File: src/rtl/qts_pkg.sv
// Shared types and constants of the quoted token splitter.
`timescale 1ns / 1ps

package qts_pkg;

  localparam logic [7:0] QUOTE_CHAR = 8'h22;
  localparam logic [7:0] SLASH_CHAR = 8'h2F;
  localparam logic [7:0] SPACE_CHAR = 8'h20;
  localparam logic [6:0] DELIM_RESET = 7'h20;

  localparam logic OP_BYTE = 1'b0;
  localparam logic OP_EOL  = 1'b1;

  localparam logic [1:0] KIND_BYTE    = 2'd0;
  localparam logic [1:0] KIND_END     = 2'd1;
  localparam logic [1:0] KIND_ABANDON = 2'd2;
  localparam logic [1:0] KIND_LINE    = 2'd3;

  localparam int unsigned MaxResults = 3;

  typedef struct packed {
    logic [1:0] kind;
    logic [7:0] data;
  } result_t;

  // All results caused by one input word, in order, with their number.
  typedef struct packed {
    logic [1:0]                  count;
    result_t [MaxResults-1:0]    res;
  } bundle_t;

endpackage

File: src/rtl/qts_scan.sv
// Scan state of the splitter and the per-word result generation.
`timescale 1ns / 1ps

module qts_scan import qts_pkg::*; (
  input  logic       clk_i,
  input  logic       rst_ni,
  input  logic       accept_i,
  input  logic       operation_i,
  input  logic [7:0] byte_in_i,
  input  logic [6:0] delim_i,
  output bundle_t    bundle_o
);

  typedef enum logic [1:0] {
    MODE_READ,
    MODE_QUOTE,
    MODE_SKIP,
    MODE_COMMENT
  } mode_e;

  typedef struct packed {
    mode_e   mode;
    logic    tok;
    logic    emit;
    result_t res;
  } step_t;

  function automatic logic is_delim(logic [7:0] c, logic [6:0] d);
    return !c[7] && ((c[6:0] == d) || (c >= 8'd9 && c <= 8'd13) || (c == SPACE_CHAR));
  endfunction

  // Read-mode handling of one byte once the slash pair test is done.
  function automatic step_t read_plain(mode_e m, logic t, logic [7:0] c, logic [6:0] d);
    step_t s;
    s.mode = m;
    s.tok  = t;
    s.emit = 1'b0;
    s.res  = '0;
    if (is_delim(c, d)) begin
      s.emit     = t;
      s.res.kind = KIND_END;
      s.tok      = 1'b0;
      s.mode     = MODE_SKIP;
    end else if (c == QUOTE_CHAR) begin
      s.emit     = t;
      s.res.kind = KIND_ABANDON;
      s.tok      = 1'b1;
      s.mode     = MODE_QUOTE;
    end else begin
      s.emit     = 1'b1;
      s.res.kind = KIND_BYTE;
      s.res.data = c;
      s.tok      = 1'b1;
    end
    return s;
  endfunction

  mode_e   mode_q, mode_d;
  logic    slash_q, slash_d;
  logic    tok_q, tok_d;
  logic    nonempty_q, nonempty_d;
  bundle_t bundle;
  step_t   rp_slash, rp_byte;
  logic    done;

  always_comb begin
    mode_d     = mode_q;
    slash_d    = slash_q;
    tok_d      = tok_q;
    nonempty_d = nonempty_q;
    bundle     = '0;
    rp_slash   = '0;
    rp_byte    = '0;
    done       = 1'b0;
    if (operation_i == OP_BYTE) begin
      nonempty_d = 1'b1;
      if (mode_q == MODE_COMMENT) begin
        done = 1'b1;
      end else if (mode_q == MODE_QUOTE) begin
        done = 1'b1;
        if (byte_in_i == QUOTE_CHAR) begin
          bundle.res[bundle.count] = '{kind: KIND_END, data: 8'd0};
          bundle.count             = bundle.count + 2'd1;
          tok_d                    = 1'b0;
          mode_d                   = MODE_SKIP;
        end else begin
          bundle.res[bundle.count] = '{kind: KIND_BYTE, data: byte_in_i};
          bundle.count             = bundle.count + 2'd1;
        end
      end else if (slash_q) begin
        slash_d = 1'b0;
        if (byte_in_i == SLASH_CHAR) begin
          // Double slash: the rest of the line is a comment.
          done = 1'b1;
          if (tok_q) begin
            bundle.res[bundle.count] = '{kind: KIND_ABANDON, data: 8'd0};
            bundle.count             = bundle.count + 2'd1;
          end
          tok_d  = 1'b0;
          mode_d = MODE_COMMENT;
        end else begin
          rp_slash = read_plain(mode_d, tok_d, SLASH_CHAR, delim_i);
          mode_d   = rp_slash.mode;
          tok_d    = rp_slash.tok;
          if (rp_slash.emit) begin
            bundle.res[bundle.count] = rp_slash.res;
            bundle.count             = bundle.count + 2'd1;
          end
        end
      end
      if (!done && !(mode_d == MODE_SKIP && is_delim(byte_in_i, delim_i))) begin
        mode_d = MODE_READ;
        if (byte_in_i == SLASH_CHAR) begin
          slash_d = 1'b1;
        end else begin
          rp_byte = read_plain(mode_d, tok_d, byte_in_i, delim_i);
          mode_d  = rp_byte.mode;
          tok_d   = rp_byte.tok;
          if (rp_byte.emit) begin
            bundle.res[bundle.count] = rp_byte.res;
            bundle.count             = bundle.count + 2'd1;
          end
        end
      end
    end else begin
      // End of line: a held slash counts as an ordinary byte first.
      if (mode_q != MODE_COMMENT && slash_q) begin
        rp_slash = read_plain(mode_d, tok_d, SLASH_CHAR, delim_i);
        mode_d   = rp_slash.mode;
        tok_d    = rp_slash.tok;
        if (rp_slash.emit) begin
          bundle.res[bundle.count] = rp_slash.res;
          bundle.count             = bundle.count + 2'd1;
        end
      end
      if (mode_d != MODE_SKIP && mode_d != MODE_COMMENT && nonempty_q && tok_d) begin
        bundle.res[bundle.count] = '{kind: KIND_END, data: 8'd0};
        bundle.count             = bundle.count + 2'd1;
      end
      bundle.res[bundle.count] = '{kind: KIND_LINE, data: 8'd0};
      bundle.count             = bundle.count + 2'd1;
      mode_d     = MODE_READ;
      slash_d    = 1'b0;
      tok_d      = 1'b0;
      nonempty_d = 1'b0;
    end
  end

  always_ff @(posedge clk_i or negedge rst_ni) begin
    if (!rst_ni) begin
      mode_q     <= MODE_READ;
      slash_q    <= 1'b0;
      tok_q      <= 1'b0;
      nonempty_q <= 1'b0;
    end else if (accept_i) begin
      mode_q     <= mode_d;
      slash_q    <= slash_d;
      tok_q      <= tok_d;
      nonempty_q <= nonempty_d;
    end
  end

  assign bundle_o = bundle;

endmodule

File: src/rtl/qts_rbuf.sv
// Two-entry queue of result bundles, unpacked one result per output word.
`timescale 1ns / 1ps

module qts_rbuf import qts_pkg::*; (
  input  logic       clk_i,
  input  logic       rst_ni,
  input  logic       push_i,
  input  bundle_t    bundle_i,
  output logic       space_o,
  output logic       out_valid_o,
  input  logic       out_ready_i,
  output logic [1:0] kind_o,
  output logic [7:0] byte_out_o,
  output logic       last_o
);

  bundle_t    ent_q [2];
  logic       wr_q, rd_q;
  logic [1:0] cnt_q;
  logic [1:0] sub_q;
  bundle_t    head;
  result_t    cur;
  logic       fire, pop;

  assign head        = ent_q[rd_q];
  assign cur         = head.res[sub_q];
  assign out_valid_o = (cnt_q != 2'd0);
  assign kind_o      = cur.kind;
  assign byte_out_o  = cur.data;
  assign last_o      = (sub_q == head.count - 2'd1);
  assign space_o     = (cnt_q != 2'd2);
  assign fire        = out_valid_o && out_ready_i;
  assign pop         = fire && last_o;

  always_ff @(posedge clk_i) begin
    if (push_i) begin
      ent_q[wr_q] <= bundle_i;
    end
  end

  always_ff @(posedge clk_i or negedge rst_ni) begin
    if (!rst_ni) begin
      wr_q  <= 1'b0;
      rd_q  <= 1'b0;
      cnt_q <= 2'd0;
      sub_q <= 2'd0;
    end else begin
      if (push_i) begin
        wr_q <= ~wr_q;
      end
      if (pop) begin
        rd_q  <= ~rd_q;
        sub_q <= 2'd0;
      end else if (fire) begin
        sub_q <= sub_q + 2'd1;
      end
      if (push_i && !pop) begin
        cnt_q <= cnt_q + 2'd1;
      end else if (pop && !push_i) begin
        cnt_q <= cnt_q - 2'd1;
      end
    end
  end

endmodule

File: src/rtl/quoted_token_splitter_unit.sv
// Results of an accepted word are registered in the queue and offered after earlier ones.
// Throughput: one input word per cycle while each word yields at most one result and the
// output is ready; a word with several results holds the one-result-per-cycle output port.
// Two result bundles are queued, so input stalls only once both are waiting.
// Reset clears the scan state, the queue and sets the delimiter register to a space.
`timescale 1ns / 1ps

module quoted_token_splitter_unit import qts_pkg::*; (
  input  logic       clk_i,
  input  logic       rst_ni,
  input  logic       cfg_valid_i,
  output logic       cfg_ready_o,
  input  logic [6:0] delimiter_char_i,
  input  logic       in_valid_i,
  output logic       in_ready_o,
  input  logic       operation_i,
  input  logic [7:0] byte_in_i,
  output logic       out_valid_o,
  input  logic       out_ready_i,
  output logic [1:0] kind_o,
  output logic [7:0] byte_out_o,
  output logic       last_o
);

  logic [6:0] delim_q;
  logic       accept;
  logic       space;
  bundle_t    bundle;

  assign cfg_ready_o = 1'b1;
  assign in_ready_o  = space;
  assign accept      = in_valid_i && in_ready_o;

  always_ff @(posedge clk_i or negedge rst_ni) begin
    if (!rst_ni) begin
      delim_q <= DELIM_RESET;
    end else if (cfg_valid_i) begin
      delim_q <= delimiter_char_i;
    end
  end

  qts_scan u_scan (
    .clk_i      (clk_i),
    .rst_ni     (rst_ni),
    .accept_i   (accept),
    .operation_i(operation_i),
    .byte_in_i  (byte_in_i),
    .delim_i    (delim_q),
    .bundle_o   (bundle)
  );

  qts_rbuf u_rbuf (
    .clk_i      (clk_i),
    .rst_ni     (rst_ni),
    .push_i     (accept && (bundle.count != 2'd0)),
    .bundle_i   (bundle),
    .space_o    (space),
    .out_valid_o(out_valid_o),
    .out_ready_i(out_ready_i),
    .kind_o     (kind_o),
    .byte_out_o (byte_out_o),
    .last_o     (last_o)
  );

`ifndef SYNTH
  // An end-of-line word always yields a result, so the output must have a word next cycle.
  a_eol_gives_output: assert property (@(posedge clk_i) disable iff (!rst_ni)
    (accept && operation_i == OP_EOL) |=> out_valid_o)
    else $error("end of line produced no output word");

  // Line done is always the final result of its input word.
  a_line_is_last: assert property (@(posedge clk_i) disable iff (!rst_ni)
    (out_valid_o && kind_o == KIND_LINE) |-> last_o)
    else $error("line done word not marked last");

  // Marker words carry a zero byte.
  a_marker_zero: assert property (@(posedge clk_i) disable iff (!rst_ni)
    (out_valid_o && kind_o != KIND_BYTE) |-> (byte_out_o == 8'd0))
    else $error("marker word with nonzero byte");
`endif

endmodule
File: config.mk
export PLATFORM = sky130hd
export DESIGN_NAME = quoted_token_splitter_unit
export DESIGN_NICKNAME = d
export VERILOG_FILES = /design/src/rtl/qts_pkg.sv /design/src/rtl/qts_scan.sv /design/src/rtl/qts_rbuf.sv /design/src/rtl/quoted_token_splitter_unit.sv
export SDC_FILE = /design/constraint.sdc
export NUM_CORES = 1
export LEC_CHECK = 0
export ABC_AREA = 1
export BUFFER_PORTS_ARGS = -buffer_cell sky130_fd_sc_hd__buf_2
export CAP_MARGIN = 40
export CORE_UTILIZATION = 50
export CTS_BUF_LIST = sky130_fd_sc_hd__clkbuf_4
export CTS_CLUSTER_DIAMETER = 150
export CTS_CLUSTER_SIZE = 28
export DETAILED_ROUTE_END_ITERATION = 8
export GPL_TIMING_DRIVEN = 0
export PLACE_DENSITY = 0.8
export RECOVER_POWER = 100
export SETUP_SLACK_MARGIN = 0.05
export SLEW_MARGIN = 20
export SYNTH_ARGS = -nofsm -noshare
export SYNTH_HDL_FRONTEND = slang
export SYNTH_SLANG_ARGS = --single-unit
export TNS_END_PERCENT = 30
File: constraint.sdc
create_clock -name clk_i -period 4.1 [get_ports clk_i]
set_input_delay 0.615 -clock clk_i [delete_from_list [all_inputs] [get_ports clk_i]]
set_output_delay 0.615 -clock clk_i [all_outputs]
set_load 0.1 [all_outputs]
# Word level (Yosys, flattened, before mapping)
# Memory sizes are Yosys's and may differ from the RTL's.
# Index checks and enable logic that the tools add are counted.
# Widths: inputs -> output; s select.
# classes
addsub	7
magnitude_cmp	9
eq_ne	13
muxes	95
bitwise	8
n_reduce_logical	28
# ops
cell	count
$mux 32	6
$mux 10	14
$demux 10 s2	3
$mux 2	23
$mux 8	5
$mux 4	8
$bwmux 30	1
$mux 6	5
$and 9x27->27	1
$mux 1	27
$not 27->27	1
$and 24x24->24	1
$eq 8x6->1 const B	3
$not 24->24	1
$bmux 10 s2	1
$logic_and 1x1->1	17
$lt 2x3->1 const B	4
$add 2x1->2 const B	5
$mux 9	1
$ge 8x4->1 const B	1
$le 8x4->1 const B	1
$ne 2x2->1 const B	4
$reduce_bool 2->1	4
$eq 6x7->1 const A	1
other kinds (12)	22
# word_totals
ff_bits	18
ram_bits	64
output_inout_bits	14
wordCells	170
memories	1
# mem_list
memory	words	width	read_ports	rd_clocked_by_memory_dff	write_ports	line_no	source
u_rbuf.ent_q	2	32	1	0	1	qts_rbuf.sv:17	bundle_t ent_q [2];

# Logic depth before layout (Yosys ltp)
# logic_depth
depth_word	28
ltp_mapped	23

# Cells and area by module
# Synthesis repeated with hierarchy kept, for this count alone.
# unflattened
hier_cells	484
area_unflattened_um2	4434.3
# by_module_without_submodules
mod	n_inst	cells_per_inst	area_per_inst_um2
qts_rbuf	1	217	2755.1
qts_scan	1	231	1382.6
quoted_token_splitter_unit	1	36	296.5

# Worst setup path before layout
# OpenSTA, ideal clock, no wires.
# synth_timing
path_kind	flip-flop to flip-flop
from	register u_rbuf.rd_q
to	register u_rbuf.cnt_q[1]
arrival_time_ns	4.262
required_time_ns	3.969
setup_slack_ns	-0.293
path_stages_with_launch	10
period_less_slack_ns	4.393
cell_sequence	dfrtp_1 clkbuf_1 mux2i_1 or2_2 o21ai_0 nand2_1 ha_1 a21oi_1 o21ai_0 xor2_1
# synth_via
elab_chain_len	7
# synth_rtl
element	line_no	source
from (decl)	qts_rbuf.sv:18	logic wr_q, rd_q;
from (signal assigned)	qts_rbuf.sv:52	rd_q <= ~rd_q;
$mem_v2 2x32 *	--	
$sub 2x1->2 *	qts_rbuf.sv:30	assign last_o = (sub_q == head.count - 2'd1);
$eq 2x2->1 *	qts_rbuf.sv:30	
via last_o	quoted_token_splitter_unit.sv:22	output logic last_o
$logic_and 1x1->1 *	qts_rbuf.sv:33	assign pop = fire && last_o;
$logic_not 1->1	qts_rbuf.sv:57	if (push_i && !pop) begin
$logic_and 1x1->1	qts_rbuf.sv:57	
$mux 2 or $reduce_bool 2->1 (tied branches)	--	
to (signal assigned)	qts_rbuf.sv:58	cnt_q <= cnt_q + 2'd1;
to (signal assigned)	qts_rbuf.sv:60	cnt_q <= cnt_q - 2'd1;
to (decl)	qts_rbuf.sv:19	logic [1:0] cnt_q;
# Mark *: on every way through the listed nets, which the timed path passes. The rest lies on a longest branch.
# A chain may end at the register's enable or synchronous reset.

# Worst setup path in the final report
# layout_timing
from	register delim_q[5]
to	memory u_rbuf.ent_q[1][16] (netlist name) (enable)
# layout_via
elab_chain_len	24
# layout_rtl
element	line_no	source
from (decl)	quoted_token_splitter_unit.sv:25	logic [6:0] delim_q;
from (signal assigned)	quoted_token_splitter_unit.sv:38	delim_q <= delimiter_char_i;
$eq 6x7->1	qts_scan.sv:29	return !c[7] && ((c[6:0] == d) || (c >= 8'd9 && c <= 8'd13) || (c == SPACE_CHAR));
$mux 4	qts_scan.sv:39	if (is_delim(c, d)) begin
$mux 4	qts_scan.sv:92	if (byte_in_i == SLASH_CHAR) begin
$mux 4	qts_scan.sv:90	end else if (slash_q) begin
$mux 4	qts_scan.sv:79	end else if (mode_q == MODE_QUOTE) begin
$mux 4	qts_scan.sv:77	if (mode_q == MODE_COMMENT) begin
$mux 4	qts_scan.sv:75	if (operation_i == OP_BYTE) begin
$mux 1	qts_scan.sv:92	
[... 8 more ...]	--	
$mux 32	qts_scan.sv:119	if (rp_byte.emit) begin
$mux 32	qts_scan.sv:113	if (byte_in_i == SLASH_CHAR) begin
$mux 32	qts_scan.sv:111	if (!done && !(mode_d == MODE_SKIP && is_delim(byte_in_i, delim_i))) begin
$mux 32 *	qts_scan.sv:75	
$reduce_bool 2->1 *	quoted_token_splitter_unit.sv:55	.push_i (accept && (bundle.count != 2'd0)),
$logic_and 1x1->1 *	quoted_token_splitter_unit.sv:55	
$mux 1 *	qts_rbuf.sv:36	if (push_i) begin
$mux 1 (not written as such) *	qts_rbuf.sv:37	ent_q[wr_q] <= bundle_i;
to (decl)	qts_rbuf.sv:17	
# Mark *: on every way between the ends. The rest lies on a longest branch, timed or not. The select of a mux whose other input is x is not followed.

==> summary.txt <==
Clock tree
  • Root buf cell: clkbuf_4
  • CTS Hold Bufs: 0
  • Bufs on Longest Clock Path: 2
  • Reg clk slew, reported paths: about 0.11 ns
  • # H-tree levels: 3
  • CTS buffer count: 9
  • Skew-Pair Late Insertion Delay: 0.40 ns
  • Post-CTS Setup Inserts: 0
  • Post-cts gate resize count: 0
  • CTS tree: yes
  • Clock sink count: 64

Yosys
  • Post-synth ARST share: 28.1%
  • Synth unique cells: 39
  • Top FF cell, synth: edfxtp_1
  • Sequential share of the synthesized area: between 50% and 60%
  • Mapped Cells: 394
  • Average size of a mapped cell: ~8.9 um2
  • Post-synth top area cell: edfxtp_1
  • Syn nets: 420
  • Yosys top cell area share: 39.5%
  • Yosys warning count: 0
  • Post-synth EDFFs: 46
  • Yosys reg bits: 64
  • Cell Area, Synth: about 3500 um2
  • Synth top area cells: edfxtp_1, dfrtp_1, nand2_1, nor2_1, o21ai_0

Setup path
  • Slowest stage cell, crit path: dfstp_1
  • Critical Path AT: 3.68 ns
  • CP required: 4.21 ns
  • CP peak stage delay: 0.59 ns
  • Critical path origin: delim_q[5]
  • Crit path cell chain: nand3_1, nor2_1, nor3_1, nand2_1, nand2_1, nor2_1, inv_1, ha_1, o21ai_0, nand3_1, nand2_1, nand2_1, nand2_1, nand2_1, nand2_1, nor2_2, buf_6
  • CP endpoint kind: flop
  • Worst R2R Start: delim_q[5]
  • Buf/Inv on CP: 2
  • Most frequent CP cell: nand2_1
  • Crit path max fanout: 14
  • Crit path max-delay family: simple AND/OR/NAND/NOR gates
  • Critical path launch point type: flop
  • Crit path kind: reg2reg

Route
  • Vias per cell: 5.28
  • Routed len/inst: 14.0 um
  • Routed wire length: between 7000 and 8000 um
  • DRC: 0
  • DR iter-0 viols: 177
  • First-pass DRT Iterations: 4
  • Post-route antenna net violation count: 0
  • Via count: 2762

Die
  • Core area: 6760 um2
  • Die Y-Extent: 85.6 um
  • Chip Width: about 86 um
  • Die area: 7330 um2
  • # rows: 30
  • Initial Util: 51.7%
  • # IOs: 35

Global route
  • Initial antenna violation count: 0
  • GRT Total Usage: between 20% and 30%
  • First-pass GRT wire length: around 12000 um
  • Largest net degree at the start of global routing: 21
  • Grt ovf: 0
  • Number of global-route vias before repair: 2738

Finish
  • NumNets Final: roughly 460
  • Layout cells sized above 1: 13.1%
  • Post-route insts no fill: 523
  • Area added between synthesis and finish: 11.2%
  • Diode count: 0

Timing
  • RSZ-0062 raised after global routing: no
  • Final Hold Fails: 0
  • Worst-margin pin slew: 1.17 ns
  • Count of final setup violators: 0
  • Worst Skew: 0.0148 ns
  • Max Slew Vio Count: 0
  • Post-route setup slack: 0.527 ns
  • Slew headroom: 22.0%
  • Hold WS: 0.353 ns
  • Max frequency: 0.280 GHz
  • Fin crit period: 3.57 ns
  • Final period utilization: 87.1%

Min path
  • Hold WC Path Type: in2async

Placed design
  • Port Buffer Count: 31
  • Worst slack, placed: 0.391 ns
  • GP Congestion: 0.919
  • Dpl hpwl: 5510 um
  • Inst Count DP: around 510

Power and ir drop
  • Max rail drop VDD: 298 uV
  • Pwr/cell area: 765 nW/um2
  • Leak: 1.69 nW

Run status
  • Run status: completed

Job
  • Max Cap Viol: 0
==> cell type report <==
cell class,count,area [um2]
multi-input combinational,275,1400
fill,599,2870
timing repair buffer,33,154
inverter,43,164
buffer,12,52.6
clock buffer,10,75.1
tap,80,100
clock inverter,6,108
sequential,64,1830
==> cells in the mapped netlist, types with 2 or more instances <==
library cell   n
ha_1           5
nand3_2        5
o22ai_1        3
dfrtp_1       17
nor2_1        61
nand2_1       74
a22oi_1        2
o21ai_0       33
o21ai_1        3
nor2_4         4
xnor2_1        7
nand3_1       19
a21oi_1       17
xor2_1         4
a221o_1        2
nor2_2         4
inv_1         37
nand4_1        3
buf_4          2
inv_2          5
mux2_2         5
edfxtp_1      46
clkbuf_1       9
nand2_2        6
or2_2          2
nor3_1         6
==> power by group <==
group	leakage (nW)	internal (mW)	switching (mW)
Clock	0.0964	0.314	0.219
Sequential	0.651	0.892	0.0697
Combinational	0.947	0.277	1.20
Total	1.69	1.48	1.49
==> sequential cells by signal, summed over array words and instances (netlist names) <==
signal             flops
delim_q                7
u_scan.nonempty_q      1
u_scan.slash_q         1
u_scan.mode_q          2
u_scan.tok_q           1
u_rbuf.rd_q            1
u_rbuf.sub_q           2
u_rbuf.cnt_q           2
u_rbuf.wr_q            1
u_rbuf.ent_q          46
==> cell families after synthesis <==
kind of cell | synth area share (%)
AO/OA/AOI/OAI | 10.5
XOR/XNOR | 2.76
adder cells (fa/ha/maj) | 1.79
buffers and inverters | 6.19
flip-flops | 52.4
multiplexers | 1.90
other | 0.107
AND/OR/NAND/NOR | 24.4
==> metal layers <==
metal	part of all wire [%]	global-route usage, %	vias to the layer above	routed length (um)
li1	-	-	1404	-
met1	43	26.4	1255	3140
met2	50	36.6	87	3670
met3	4.6	4.81	16	339
met4	2.3	13.0	0	171
met5	0	0	-	0
==> cells in the final DEF, fill, tap and decap left out, drive strengths merged <==
cell type / count
a211oi: 1
a21oi: 17
a221o: 2
a22oi: 2
a31oi: 1
buf: 21
bufinv: 3
clkbuf: 34
clkinv: 2
clkinvlp: 1
conb: 1
dfrtp: 17
dfstp: 1
edfxtp: 46
ha: 5
inv: 43
mux2: 5
mux2i: 1
nand2: 81
nand3: 24
nand3b: 1
nand4: 4
nor2: 69
nor3: 6
o2111ai: 1
o211ai: 1
o21ai: 37
o22ai: 3
or2: 2
xnor2: 7
xor2: 4
==> worst paths after layout <==
kind / to / slack, ns / cells past startpoint
setup / recovery: u_rbuf.ent_q[1][16] / 0.53 / 17
hold / removal: u_rbuf.sub_q[0] / 0.35 / 1
setup reg to reg: u_rbuf.ent_q[1][16] / 0.53 / 17
max in group asynchronous: u_rbuf.wr_q / 3.12 / 1
min in group clk_i: delim_q[6] / 0.42 / 3
hold reg to reg: u_rbuf.cnt_q[0] / 0.48 / 1
==> stage by stage <==
stage | cell area [um2] | power [mW] | TNS, ns | utilization, %
3_3_place_gp | 3750 | 2.44 | -5.49 | 55.5
2_1_floorplan | 3500 | 2.19 | 0 | -
6_report | 3890 | 2.97 | 0 | 57.5
3_5_place_dp | 3780 | 2.49 | 0 | 55.9
4_1_cts | 3960 | 3.03 | 0 | 58.6
5_1_grt | 3890 | 3.14 | 0 | 57.5
No activity file was read; power rests on OpenSTA's default activity.
